`config.mk`:
```
export PLATFORM = sky130hd
export DESIGN_NAME = hex_dump_line_decoder
export DESIGN_NICKNAME = d
export VERILOG_FILES = /design/src/hdl/hdld_pkg.sv /design/src/hdl/hdld_parse.sv /design/src/hdl/hex_dump_line_decoder.sv
export SDC_FILE = /design/constraint.sdc
export NUM_CORES = 1
export LEC_CHECK = 0
export BUFFER_PORTS_ARGS = -buffer_cell sky130_fd_sc_hd__buf_2
export CAP_MARGIN = 20
export CORE_AREA = 5 5 159 161
export CTS_CLUSTER_SIZE = 25
export DETAILED_ROUTE_END_ITERATION = 8
export DIE_AREA = 0 0 164 166
export HOLD_SLACK_MARGIN = 0.03
export PLACE_DENSITY = 0.56
export RECOVER_POWER = 100
export SLEW_MARGIN = 20
export SYNTH_ARGS = -nofsm -noshare
export SYNTH_HDL_FRONTEND = slang
export SYNTH_SLANG_ARGS = --single-unit
```
`constraint.sdc`:
```
create_clock -name clk -period 13.6 [get_ports clk]
set_clock_uncertainty 0.05 [all_clocks]
set_input_delay 2.72 -clock clk [delete_from_list [all_inputs] [get_ports clk]]
set_output_delay 2.72 -clock clk [all_outputs]
set_load 0.1 [all_outputs]
```
`src/hdl/hdld_pkg.sv`:
```
`timescale 1ns / 1ps
// hdld_pkg: shared types and constants for the hex dump line decoder.
// No dependencies; imported by hdld_parse, hex_dump_line_decoder and hdld_checker.
package hdld_pkg;

	// Parser phase
	typedef enum logic [2:0] {
		PH_OFFSET = 3'd0,
		PH_GAP    = 3'd1,
		PH_HEX    = 3'd2,
		PH_SKIP   = 3'd3,
		PH_HALT   = 3'd4,
		PH_DONE   = 3'd5
	} phase_t;

	// Result kinds
	localparam logic [1:0] KIND_DATA   = 2'd0;
	localparam logic [1:0] KIND_BADOFS = 2'd1;
	localparam logic [1:0] KIND_END    = 2'd2;

	// Character codes
	localparam logic [7:0] CH_SPACE = 8'd32;
	localparam logic [7:0] CH_DASH  = 8'd45;
	localparam logic [7:0] CH_LF    = 8'd10;
	localparam logic [7:0] CH_CR    = 8'd13;

	// One result beat from the parser
	typedef struct packed {
		logic        emit;
		logic [7:0]  data_byte;
		logic [1:0]  kind;
		logic [31:0] found_offset;
		logic        last;
	} res_t;

endpackage

```
`src/hdl/hdld_parse.sv`:
```
`timescale 1ns / 1ps
// hdld_parse: line parser state and its per-character next-state logic.
// Depends on hdld_pkg.
module hdld_parse
	import hdld_pkg::*;
#(
	parameter int OFFSET_DIGITS       = 8,
	parameter int HEX_DIGITS_PER_LINE = 32
) (
	input  logic       clk,
	input  logic       arst_n,
	input  logic       adv,
	input  logic [7:0] text_char,
	input  logic       end_of_input,
	output res_t       res
);

	localparam int OCW = $clog2(OFFSET_DIGITS + 1);
	localparam int HCW = $clog2(HEX_DIGITS_PER_LINE);

	// Value of a digit character; anything else counts as zero
	function automatic logic [3:0] digit_value(input logic [7:0] c);
		logic [7:0] t;
		begin
			t = 8'd0;
			if (c inside {[8'd48:8'd57]}) begin
				t = c - 8'd48;
			end else if (c inside {[8'd97:8'd102]}) begin
				t = c - 8'd87;
			end
			digit_value = t[3:0];
		end
	endfunction

	phase_t           phase_q, phase_n;
	logic [31:0]      accum_q, accum_n;
	logic [OCW-1:0]   ocnt_q, ocnt_n;
	logic [HCW-1:0]   hcnt_q, hcnt_n;
	logic [3:0]       high_q, high_n;
	logic [1:0]       srun_q, srun_n;
	logic             dash_q, dash_n;
	logic [27:0]      line_q, line_n;

	logic             is_sp, is_dash, is_lf, is_cr;
	logic [3:0]       dv;
	logic [31:0]      acc_sh;
	logic [OCW-1:0]   ocnt_inc;
	logic [31:0]      chk_acc;
	logic [OCW-1:0]   chk_cnt;
	logic [OCW-1:0]   missing;
	logic [OCW+1:0]   shamt;
	logic [31:0]      found;
	logic             ofs_ok;
	logic [HCW:0]     hcnt_inc;
	logic [1:0]       srun_inc;

	// Character classes and shared datapath terms
	always_comb begin
		is_sp    = (text_char == CH_SPACE);
		is_dash  = (text_char == CH_DASH);
		is_lf    = (text_char == CH_LF);
		is_cr    = (text_char == CH_CR);
		dv       = digit_value(text_char);
		acc_sh   = {accum_q[27:0], dv};
		ocnt_inc = ocnt_q + 1'b1;
		// A space closes a short field with the digits so far
		chk_acc  = is_sp ? accum_q : acc_sh;
		chk_cnt  = is_sp ? ocnt_q : ocnt_inc;
		missing  = OCW'(OFFSET_DIGITS) - chk_cnt;
		shamt    = {missing, 2'b00};
		found    = chk_acc << shamt;
		ofs_ok   = (found == {line_q, 4'h0});
		hcnt_inc = {1'b0, hcnt_q} + 1'b1;
		srun_inc = (srun_q == 2'd2) ? 2'd2 : srun_q + 2'd1;
	end

	// Next state and result for one character
	always_comb begin
		phase_n = phase_q;
		accum_n = accum_q;
		ocnt_n  = ocnt_q;
		hcnt_n  = hcnt_q;
		high_n  = high_q;
		srun_n  = srun_q;
		dash_n  = dash_q;
		line_n  = line_q;
		res     = '0;

		if (phase_q == PH_HALT || phase_q == PH_DONE) begin
			// stopped: ignore everything
		end else if (end_of_input) begin
			phase_n   = PH_DONE;
			res.emit  = 1'b1;
			res.kind  = KIND_END;
			res.last  = 1'b1;
		end else begin
			case (phase_q)
				PH_OFFSET: begin
					if (ocnt_q == '0 && (is_sp || is_cr || is_lf)) begin
						// leading blanks and empty lines
					end else if (is_sp || ocnt_inc >= OCW'(OFFSET_DIGITS)) begin
						if (!is_sp) begin
							accum_n = acc_sh;
							ocnt_n  = ocnt_inc;
						end
						if (ofs_ok) begin
							phase_n = PH_GAP;
						end else begin
							phase_n          = PH_HALT;
							res.emit         = 1'b1;
							res.kind         = KIND_BADOFS;
							res.found_offset = found;
							res.last         = 1'b1;
						end
					end else begin
						accum_n = acc_sh;
						ocnt_n  = ocnt_inc;
					end
				end
				PH_GAP, PH_HEX: begin
					if (is_lf) begin
						// next line
						line_n  = line_q + 28'd1;
						phase_n = PH_OFFSET;
						accum_n = '0;
						ocnt_n  = '0;
						hcnt_n  = '0;
						high_n  = '0;
						srun_n  = '0;
						dash_n  = 1'b0;
					end else if (is_cr) begin
						phase_n = PH_SKIP;
					end else if (phase_q == PH_GAP && (is_sp || is_dash)) begin
						// gap after offset
					end else if (is_sp) begin
						srun_n = srun_inc;
						if (srun_inc == 2'd2 && !dash_q) begin
							phase_n = PH_SKIP;
						end
					end else if (is_dash) begin
						dash_n = 1'b1;
					end else begin
						// hex digit
						phase_n = PH_HEX;
						srun_n  = '0;
						dash_n  = 1'b0;
						if (!hcnt_q[0]) begin
							high_n = dv;
						end else begin
							res.emit      = 1'b1;
							res.kind      = KIND_DATA;
							res.data_byte = {high_q, dv};
						end
						if (hcnt_inc >= (HCW+1)'(HEX_DIGITS_PER_LINE)) begin
							hcnt_n  = '0;
							phase_n = PH_SKIP;
						end else begin
							hcnt_n = hcnt_inc[HCW-1:0];
						end
					end
				end
				PH_SKIP: begin
					if (is_lf) begin
						line_n  = line_q + 28'd1;
						phase_n = PH_OFFSET;
						accum_n = '0;
						ocnt_n  = '0;
						hcnt_n  = '0;
						high_n  = '0;
						srun_n  = '0;
						dash_n  = 1'b0;
					end
				end
				default: begin
				end
			endcase
		end
	end

	// State registers
	always_ff @(posedge clk or negedge arst_n) begin
		if (!arst_n) begin
			phase_q <= PH_OFFSET;
			accum_q <= '0;
			ocnt_q  <= '0;
			hcnt_q  <= '0;
			high_q  <= '0;
			srun_q  <= '0;
			dash_q  <= 1'b0;
			line_q  <= '0;
		end else if (adv) begin
			phase_q <= phase_n;
			accum_q <= accum_n;
			ocnt_q  <= ocnt_n;
			hcnt_q  <= hcnt_n;
			high_q  <= high_n;
			srun_q  <= srun_n;
			dash_q  <= dash_n;
			line_q  <= line_n;
		end
	end

endmodule

```
`src/hdl/hex_dump_line_decoder.sv`:
```
`timescale 1ns / 1ps
// hex_dump_line_decoder: top level, input register, parser and result register.
// A character passes from the input register through the parser into the result register, which drives out_valid.
// Throughput: one character per cycle unless a result waits on out_ready; the parser state updates once per beat.
// Reset (arst_n low, async) empties both registers and returns to offset field, line 0.
// Depends on hdld_pkg and hdld_parse.
module hex_dump_line_decoder
	import hdld_pkg::*;
#(
	parameter int OFFSET_DIGITS       = 8,
	parameter int HEX_DIGITS_PER_LINE = 32
) (
	input  logic        clk,
	input  logic        arst_n,
	input  logic        in_valid,
	output logic        in_ready,
	input  logic [7:0]  text_char,
	input  logic        end_of_input,
	output logic        out_valid,
	input  logic        out_ready,
	output logic [7:0]  data_byte,
	output logic [1:0]  kind,
	output logic [31:0] found_offset,
	output logic        last
);

	logic        valid_s1;
	logic [7:0]  char_s1;
	logic        eoi_s1;
	logic        adv;
	res_t        res;
	logic        out_valid_q;
	logic [7:0]  data_byte_q;
	logic [1:0]  kind_q;
	logic [31:0] found_offset_q;
	logic        last_q;

	// Stage moves on when it makes no result or the result register has room
	assign adv      = valid_s1 && (!res.emit || !out_valid_q || out_ready);
	assign in_ready = !valid_s1 || adv;

	// Input register
	always_ff @(posedge clk or negedge arst_n) begin
		if (!arst_n) begin
			valid_s1 <= 1'b0;
		end else if (in_ready) begin
			valid_s1 <= in_valid;
		end
	end

	always_ff @(posedge clk) begin
		if (in_valid && in_ready) begin
			char_s1 <= text_char;
			eoi_s1  <= end_of_input;
		end
	end

	hdld_parse #(
		.OFFSET_DIGITS       (OFFSET_DIGITS),
		.HEX_DIGITS_PER_LINE (HEX_DIGITS_PER_LINE)
	) u_parse (
		.clk          (clk),
		.arst_n       (arst_n),
		.adv          (adv),
		.text_char    (char_s1),
		.end_of_input (eoi_s1),
		.res          (res)
	);

	// Result register
	always_ff @(posedge clk or negedge arst_n) begin
		if (!arst_n) begin
			out_valid_q <= 1'b0;
		end else if (adv && res.emit) begin
			out_valid_q <= 1'b1;
		end else if (out_ready) begin
			out_valid_q <= 1'b0;
		end
	end

	always_ff @(posedge clk) begin
		if (adv && res.emit) begin
			data_byte_q    <= res.data_byte;
			kind_q         <= res.kind;
			found_offset_q <= res.found_offset;
			last_q         <= res.last;
		end
	end

	assign out_valid    = out_valid_q;
	assign data_byte    = data_byte_q;
	assign kind         = kind_q;
	assign found_offset = found_offset_q;
	assign last         = last_q;

endmodule

```
; ---- After elaboration in Yosys (flattened, before gate mapping)
; Cells that the tools add are included.
[classes]
n_addsub = 7
magnitude_cmp = 6
n_eq_ne = 27
shifts = 1
n_mux = 79
bitwise_logic = 6
n_reduce_logical = 38
[ops]
columns = operator, count
row1 = $mux 32, 5
row2 = $mux 35, 2
row3 = $mux 11, 6
row4 = $pmux 32 s2, 1
row5 = $mux 4, 12
row6 = $mux 44, 1
row7 = $mux 5, 7
row8 = $mux 34, 1
row9 = $mux 3, 11
row10 = $mux 33, 1
row11 = $eq 32x32->1, 1
row12 = $shl 32x6->32, 1
row13 = $add 28x1->28 const B, 1
row14 = $reduce_and 9->1, 2
row15 = $eq 8x4->1 const B, 2
row16 = $eq 8x6->1 const B, 2
row17 = $mux 2, 8
row18 = $mux 8, 2
row19 = $pmux 4 s2, 2
row20 = $reduce_and 8->1, 2
row21 = $mux 1, 14
row22 = $ne 3x2->1 const B, 4
row23 = $ne 3x3->1 const B, 4
row24 = $pmux 5 s2, 1
row25 = other kinds (40), 71
[word_totals]
ff_bits = 133
input_bits = 13
output_inout_bits = 45

; ---- Logic depth before layout (Yosys ltp)
; Gate-level depths: netlist of run 1.
[depth]
depth_word = 19
mapped_depth = 25
mapped_depth_nobuf = 19

; ---- Hierarchy
; From an unflattened synthesis of run 1, not the netlist that was laid out.
[hier_totals]
cells_unflattened = 901
area_unflattened_um2 = 8598.2
[by_module_without_submodules]
columns = mod, n_inst, cells_per_inst, area_each_um2, seq_area_each_um2
row1 = hdld_parse, 1, 839, 6930.4, 1976.9
row2 = hex_dump_line_decoder, 1, 62, 1667.8, 1611.5

; ---- Worst setup path after synthesis of run 1
; Ideal clock, no wire load.
[synth_timing]
path_type = flip-flop to output port
from = register char_s1[0]
to = output port in_ready
t_arrival_ps = 5236
slack_ps = 5594
path_stages_with_launch = 23
path_buffers = 4
path_cell_list = edfxtp_1 > inv_1 > ha_1 > nor4b_2 > nand2_1 > buf_2 > buf_2 > buf_2 > nor2_1 > a21oi_1 > ha_1 > clkbuf_1 > nor2_1 > a32o_1 > a31o_2 > xnor2_1 > o32a_1 > o32a_1 > nor4_1 > nand4_1 > o21ai_1 > nand2_1 > nand3_1
[synth_via]
elab_chain_cells = 18
elab_cells_between_ends = 41
classes_between = add/sub: 3 / order compare: 4 / eq/ne: 5 / shift: 1 / mux: 15 / reduce/logical: 13
[synth_lines]
columns = item, line
row1 = start: declaration, hex_dump_line_decoder.sv:28  ; logic [7:0] char_s1;
row2 = start signal: assignment, hex_dump_line_decoder.sv:53  ; char_s1 <= text_char;
row3 = $ge 8x7->1 / $le 8x7->1 (equally long branches), hdld_parse.sv:28  ; end else if (c inside {[8'd97:8'd102]}) begin
row4 = $logic_and 1x1->1, hdld_parse.sv:28
row5 = $mux 4, hdld_parse.sv:28
row6 = $mux 4, hdld_parse.sv:26  ; if (c inside {[8'd48:8'd57]}) begin
row7 = $mux 32, n/a
row8 = $shl 32x6->32, hdld_parse.sv:71  ; found = chk_acc << shamt;
row9 = $eq 32x32->1, hdld_parse.sv:72  ; ofs_ok = (found == {line_q, 4'h0});
row10 = $mux 1, hdld_parse.sv:106  ; if (ofs_ok) begin
row11 = $mux 1, hdld_parse.sv:101  ; end else if (is_sp || ocnt_inc >= OCW'(OFFSET_DIGITS)) begin
row12 = $mux 1, hdld_parse.sv:99  ; if (ocnt_q == '0 && (is_sp || is_cr || is_lf)) begin
row13 = $pmux 1 s2 (*), hdld_parse.sv:97  ; case (phase_q)
row14 = $mux 1 (*), hdld_parse.sv:91  ; end else if (end_of_input) begin
row15 = $mux 44 (*), hdld_parse.sv:89  ; if (phase_q == PH_HALT || phase_q == PH_DONE) begin
row16 = $logic_not 1->1 (*), hex_dump_line_decoder.sv:39  ; assign adv = valid_s1 && (!res.emit || !out_valid_q || out_ready);
row17 = $logic_or 1x1->1 (*) (2 in a row), hex_dump_line_decoder.sv:39
row18 = $logic_and 1x1->1 (*), hex_dump_line_decoder.sv:39
row19 = $logic_or 1x1->1 (*), hex_dump_line_decoder.sv:40  ; assign in_ready = !valid_s1 || adv;
row20 = end: declaration, hex_dump_line_decoder.sv:16  ; output logic in_ready,
; Every way passes the cells marked *; elsewhere a longest branch is shown, timed or not.

; ---- Worst setup path in the final report of run 1
; Same ends and word-level chain as after synthesis.

==> results of run 1 <==
-- area by class of cell --
| type | instances | area, um2 |
|---|---|---|
| clock buffer | 20 | 436.7 |
| clock inverter | 12 | 178.9 |
| fill | 2449 | 15060 |
| inverter | 23 | 86.33 |
| multi-input combinational | 576 | 3782 |
| sequential | 133 | 3588 |
| tap | 324 | 405.4 |
| timing repair buffer | 66 | 281.5 |
-- routing by layer --
layer,GRT usage,vias up
li1,-,2970
met1,0.2351,3017
met2,0.2249,208
met3,0.03400,32
met4,0.05142,2
met5,0,-
-- worst max-delay path: stages (launching register included) --
cell and delay, ns:
edfxtp_1 0.50, inv_1 0.13, ha_1 0.24, or4b_1 0.60, nor2_1 1.77, xnor2_1 0.31
inv_1 0.15, ha_1 0.24, buf_4 0.24, inv_1 0.49, nor2_1 0.18, a31o_2 0.32
o22ai_1 0.34, xor2_1 0.11, nor4_1 0.47, nand4_1 0.26, o21ai_0 0.60, nand2_1 0.21
nand3_1 0.12, buf_2 0.42
-- placed cells by master, fill, tap and decap left out, types with 23 or more instances in the layout --
cell,Yosys,layout
dfrtp_1,81,81
nand3_1,32,32
nand2_1,73,73
nor2_1,60,61
a21oi_1,26,25
edfxtp_1,52,52
o21ai_0,36,38
clkbuf_1,30,52
xnor2_1,33,33
a22o_1,30,30
inv_1,23,23
-- per-stage QoR --
stage                     worst slack (ns)  instances  hold WS (ns)  utilization  area (um2)
after floorplan                      5.594        784        0.3898            -        7699
after global placement               4.513       1122        0.4029       0.3461        8244
after detailed placement             4.378       1122        0.4095       0.3461        8244
after CTS                            3.901       1154        0.4233       0.3719        8860
after global routing                 2.057       1154        0.4492       0.3677        8760
final                                2.664       1154        0.4174       0.3677        8760
-- state kept, by name (all words and copies together) (netlist names) --
name	cells
kind	2
u_parse.hcnt_q	5
data_byte	8
found_offset	32
u_parse.ocnt_q	4
u_parse.accum_q	32
char_s1	8
u_parse.dash_q	1
u_parse.phase_q	3
out_valid	1
last	1
valid_s1	1
eoi_s1	1
u_parse.line_q	28
u_parse.srun_q	2
u_parse.high_q	4
-- synth_stat cells (all sizes together) (11+ instances only) --
master | instances | area [um2]
xnor2 | 33 | 289.0
mux2i | 17 | 170.2
nand2b | 13 | 81.33
buf | 22 | 113.9
nor4 | 13 | 96.34
o22ai | 15 | 93.84
a22o | 30 | 262.8
a21oi | 26 | 130.1
inv | 23 | 86.33
nor2 | 61 | 236.5
clkbuf | 30 | 112.6
dfrtp | 81 | 2027
nand2 | 73 | 274.0
o21ai | 39 | 195.2
xor2 | 18 | 157.7
nor2b | 15 | 93.84
edfxtp | 52 | 1562
nand3 | 32 | 160.2
o31ai | 11 | 82.58
nor3 | 21 | 105.1
-- power by group --
| group | internal [mW] | switching, mW | total [mW] |
|---|---|---|---|
| Combinational | 0.344 | 0.833 | 1.18 |
| Clock | 0.307 | 0.177 | 0.484 |
| Sequential | 0.489 | 0.0590 | 0.548 |
| Total | 1.14 | 1.07 | 2.21 |
-- final timing paths --
kind	start	endpoint	cells past startpoint	slack [ns]
worst max register to register	char_s1[0]	u_parse.ocnt_q[3]	18	4.67
worst min register to register	u_parse.high_q[1]	u_parse.high_q[1]	2	0.42
min in group asynchronous	arst_n	u_parse.ocnt_q[1]	1	2.95
worst min-delay path	u_parse.high_q[1]	u_parse.high_q[1]	2	0.42
max in group asynchronous	arst_n	u_parse.accum_q[1]	2	7.24
worst max-delay path	char_s1[0]	in_ready	19	2.66
-- cells by family (layout without fill, tap and decap cells) --
logic type | count (synthesis) | after routing | synth area share
DFF | 133 | 133 | 0.4661
AOI/OAI and AO/OA | 207 | 207 | 0.1957
muxes | 23 | 23 | 0.03088
xor gates and xnor gates | 52 | 52 | 0.06095
adders and majority gates | 11 | 11 | 0.01755
buffers and inverters | 75 | 121 | 0.04063
and+or+nand+nor | 283 | 283 | 0.1882
==> results.sh, run 1 <==
export IMPL_status="finished with violations"
export IMPL_failed_checks="max-capacitance violations, max-slew violations"
export IMPL_maxSlewHeadroom=-0.6983
export IMPL_cts_sinks=133
export IMPL_grt_pass1_vias=5770
export IMPL_routed_wl_um=21410
export IMPL_syn_inst=784
export IMPL_die_h_um=166
export IMPL_power_per_cell_area_nw_per_um2=252.2
export IMPL_clk_pin_slew_worst_paths_ns=0.06
export IMPL_cts_hold_buf=0
export IMPL_setup_viol=0
export IMPL_syn_nets=807
export IMPL_dr_wl_met3_um=1411
export IMPL_ys_seq_area_frac=0.4661
export IMPL_synth_edf_count=52
export IMPL_worst_endpoint_required_ns=10.83
export IMPL_wire_per_inst_um=18.56
export IMPL_cts_root_buf="clkbuf_16"
export IMPL_clk_latency_ns=0.42
export IMPL_start_kind="register"
export IMPL_rsz0062_at_grt="false"
export IMPL_avgSynthCellArea_um2=9.820
export IMPL_fmax_mhz=91.44
export IMPL_hold_class="register to register"
export IMPL_cts_tree="built"
export IMPL_synth_distinct_cells=76
export IMPL_synth_ff_type="dfrtp_1"
export IMPL_wl_met2_um=9242
export IMPL_fin_crit_ns=10.94
export IMPL_crit_arrival_ns=8.17
export IMPL_cts_resized_gates=0
export IMPL_antenna_found_initial=1
export IMPL_tightestPinTransition_ns=2.547
export IMPL_hpwlAfterDp_um=15270
export IMPL_worstSetupEndpointType="output port"
export IMPL_grt_pass1_wl_um=33780
export IMPL_postCtsSetupBuffers=0
export IMPL_fin_tns_setup_ns=0
export IMPL_overflow=0
export IMPL_pin_count=58
export IMPL_peakVddDrop_uv=140.0
export IMPL_fp_dieW_um=164
export IMPL_drt_met1_wl_um=10290
export IMPL_p_leak_nw=3.427
export IMPL_drtAntennaViolNets=0
export IMPL_drt_initial_drc_count=544
export IMPL_vias=6229
export IMPL_die_area_um2=27220
export IMPL_grt_max_degree=51
export IMPL_synth_area_um2=7699
export IMPL_rows=57
export IMPL_start_util=0.3232
export IMPL_num_antenna_cells=0
export IMPL_vias_per_cell=5.398
export IMPL_core_um2=23820
export IMPL_drive_above_1_share=0.07831
export IMPL_period_share=0.8041
export IMPL_dr_max_layer_used="met5"
export IMPL_ys_warn_count=0
export IMPL_cap_violations=5
export IMPL_path_max_fanout=36
export IMPL_cts_inserted_buffers=17
export IMPL_grt_usage=0.1571
export IMPL_cts_max_level=4
export IMPL_portBuffers=57
export IMPL_first_pass_iters=5
export IMPL_drcViolationCount=0
export IMPL_power_total_mw=2.209
export IMPL_final_hold_viol_count=0
export IMPL_synth_seq_cells=133
export IMPL_layout_nets=840
export IMPL_synth_async_reset_ratio=0.6090
export IMPL_critical_path_class="register to output port"
export IMPL_syn2layout_area_growth_pct=13.78
export IMPL_gp_congestion=0.9000
export IMPL_cts_max_path_buffers=2
export IMPL_maxSlewViolCount=198
(Power assumes the default switching activity.)
==> run 2: changes to the inputs <==
Settings changed: PLACE_DENSITY 0.56 to 0.57.
Clock period 13.6 ns to 9.2 ns, I/O delays scaled along.
==> run 2 against run 1 <==
Effect of this change:
- hold slack better by 0.00072 ns
- highest routed layer is now met4
- largest cell class unchanged
- non-clock buffer count is 1 higher
- via count is 1.1% lower
- cell count hardly changed
- critical path depth is 1 higher
- clock power is 42% higher
- global-route usage is 0.20 points higher
- count of clock-buffer cells in the layout is 2 higher
- the run still ends with max-capacitance violations, max-slew violations left
==> results.sh, run 2 (synthesis results as in run 1) <==
export IMPL_status="finished with violations"
export IMPL_failed_checks="max-capacitance violations, max-slew violations"
export IMPL_grt_pass1_vias=5907
export IMPL_internal_power_mw=1.651
export IMPL_postCtsSetupBuffers=0
export IMPL_gp_congestion=0.8967
export IMPL_final_hold_viol_count=0
export IMPL_rows=57
export IMPL_syn2layout_area_growth_pct=13.80
export IMPL_grt_pass1_wl_um=34110
export IMPL_dpl_worst_slack_ns=1.308
export IMPL_clk_pin_slew_worst_paths_ns=0.06
export IMPL_cts_inserted_buffers=17
export IMPL_maxSlewHeadroom=-0.5240
export IMPL_drive_above_1_share=0.08303
export IMPL_critPathBufInv=4
export IMPL_switching_power_mw=1.587
export IMPL_slowest_stage="a211oi_1"
export IMPL_vias=6158
export IMPL_die_h_um=166
export IMPL_fin_crit_ns=8.312
export IMPL_clk_latency_ns=0.42
export IMPL_clockPowerShare=0.212
export IMPL_layout_commonest_cell="dfrtp_1"
export IMPL_p_leak_nw=3.427
export IMPL_vias_per_cell=5.332
export IMPL_fmax_mhz=120.3
export IMPL_cts_max_level=4
export IMPL_tightestPinTransition_ns=2.286
export IMPL_first_pass_iters=5
export IMPL_cts_tree="built"
export IMPL_grt_max_degree=50
export IMPL_drtAntennaViolNets=0
export IMPL_rsz0062_at_grt="false"
export IMPL_cts_sinks=133
export IMPL_fin_tns_setup_ns=0
export IMPL_cts_hold_buf=0
export IMPL_path_delay_family="simple AND/OR/NAND/NOR gates"
export IMPL_drcViolationCount=0
export IMPL_dp_cells=1123
export IMPL_worstSetupEndpointType="output port"
export IMPL_num_antenna_cells=0
export IMPL_maxSlewViolCount=128
export IMPL_grt_usage=0.1591
export IMPL_fin_util=0.3678
export IMPL_cts_resized_gates=0
export IMPL_path_max_fanout=35
export IMPL_wire_per_inst_um=18.21
export IMPL_mostFrequentLayoutCells="dfrtp_1, nand2_1, nor2_1, edfxtp_1, clkbuf_1"
export IMPL_portBuffers=57
export IMPL_worst_endpoint_required_ns=7.31
export IMPL_die_area_um2=27220
export IMPL_setup_ws_ns=0.8880
export IMPL_fin_cells=1155
export IMPL_peakVddDrop_uv=178.9
export IMPL_core_um2=23820
export IMPL_layout_nets=841
export IMPL_pin_count=58
export IMPL_start_kind="register"
export IMPL_hold_class="register to register"
export IMPL_pwr_share_seq=0.250
export IMPL_hpwlAfterDp_um=15290
export IMPL_routed_wl_um=21040
export IMPL_critical_path_class="register to output port"
export IMPL_crit_arrival_ns=6.42
export IMPL_power_per_cell_area_nw_per_um2=369.6
export IMPL_cp_cell_sequence="inv_1, ha_1, or4b_1, nor2_4, xnor2_1, inv_1, ha_1, buf_4, mux2i_1, or3_1, o21ai_0, a211oi_1, o32ai_1, xor2_1, nor4_1, nand4_1, o21ai_1, nand2_1, nand3_1, clkbuf_2"
export IMPL_cts_max_path_buffers=2
export IMPL_drt_initial_drc_count=509
export IMPL_overflow=0
export IMPL_period_share=0.9035
export IMPL_switching_share=0.4901
export IMPL_cts_root_buf="clkbuf_16"
export IMPL_cap_violations=3
export IMPL_antenna_found_initial=0
export IMPL_setup_viol=0
export IMPL_comb_power_share=0.538
export IMPL_fp_dieW_um=164
export IMPL_slowest_delay_ns=0.63
export IMPL_start_util=0.3232
-- run 2: changes by cell type in the layout (fill, tap and decap cells not counted), sizes merged --
cell	previous run	this run
buf	17	18
clkinv	4	3
clkinvlp	3	4
bufinv	4	2
clkbuf	69	71
-- run 2: worst reg2reg max path: cells and delay by family (launching register included) --
kind	cells	cell delay, ns
adder cells (fa/ha/maj)	2	0.52
AND/OR/NAND/NOR	6	2.68
buffers and inverters	3	0.54
XOR/XNOR	2	0.40
flip-flops	1	0.50
AO/OA/AOI/OAI	5	2.41
multiplexers	1	0.26
-- run 2: layout make-up --
cell class / instances / area [um2]
timing repair buffer: 67 / 292.8
clock inverter: 10 / 121.4
multi-input combinational: 576 / 3791
inverter: 23 / 86.33
sequential: 133 / 3588
clock buffer: 22 / 475.5
fill: 2461 / 15060
tap: 324 / 405.4
-- run 2: worst paths after layout --
check,from,end,slack [ns],depth (start not counted)
worst max-delay path,char_s1[0],in_ready,0.89,20
worst min-delay path,u_parse.high_q[0],u_parse.high_q[0],0.42,2
worst max register to register,char_s1[0],u_parse.ocnt_q[3],1.80,19
worst min register to register,u_parse.high_q[0],u_parse.high_q[0],0.42,2
max in group asynchronous,arst_n,u_parse.line_q[7],4.00,2
min in group asynchronous,arst_n,u_parse.accum_q[6],2.05,1
-- run 2: through the flow --
| step | hold slack [ns] | instance area, um2 | power [mW] |
|---|---|---|---|
| final | 0.4181 | 8761 | 3.238 |
| after global routing | 0.4503 | 8761 | 3.425 |
| after CTS | 0.4232 | 8848 | 3.256 |
| after detailed placement | 0.4096 | 8252 | 2.557 |
| after global placement | 0.4008 | 8252 | 2.563 |
| after floorplan | 0.3898 | 7699 | 2.193 |
-- run 2: per-layer routing --
layer | global-route usage | wire length, um | up-vias
met1 | 0.2338 | 10060 | 2930
li1 | - | - | 2976
met4 | 0.05288 | 507 | 0
met2 | 0.2308 | 9125 | 220
met3 | 0.03624 | 1342 | 32
met5 | 0 | 0 | -
-- run 2: power groups by stage --
stage	logic [mW]	clock network (mW)	registers, mW
floorplan	1.11	0	1.09
global placement	1.75	0	0.813
detailed placement	1.74	0	0.813
CTS	1.75	0.699	0.802
global route	1.87	0.729	0.824
finish	1.74	0.686	0.809
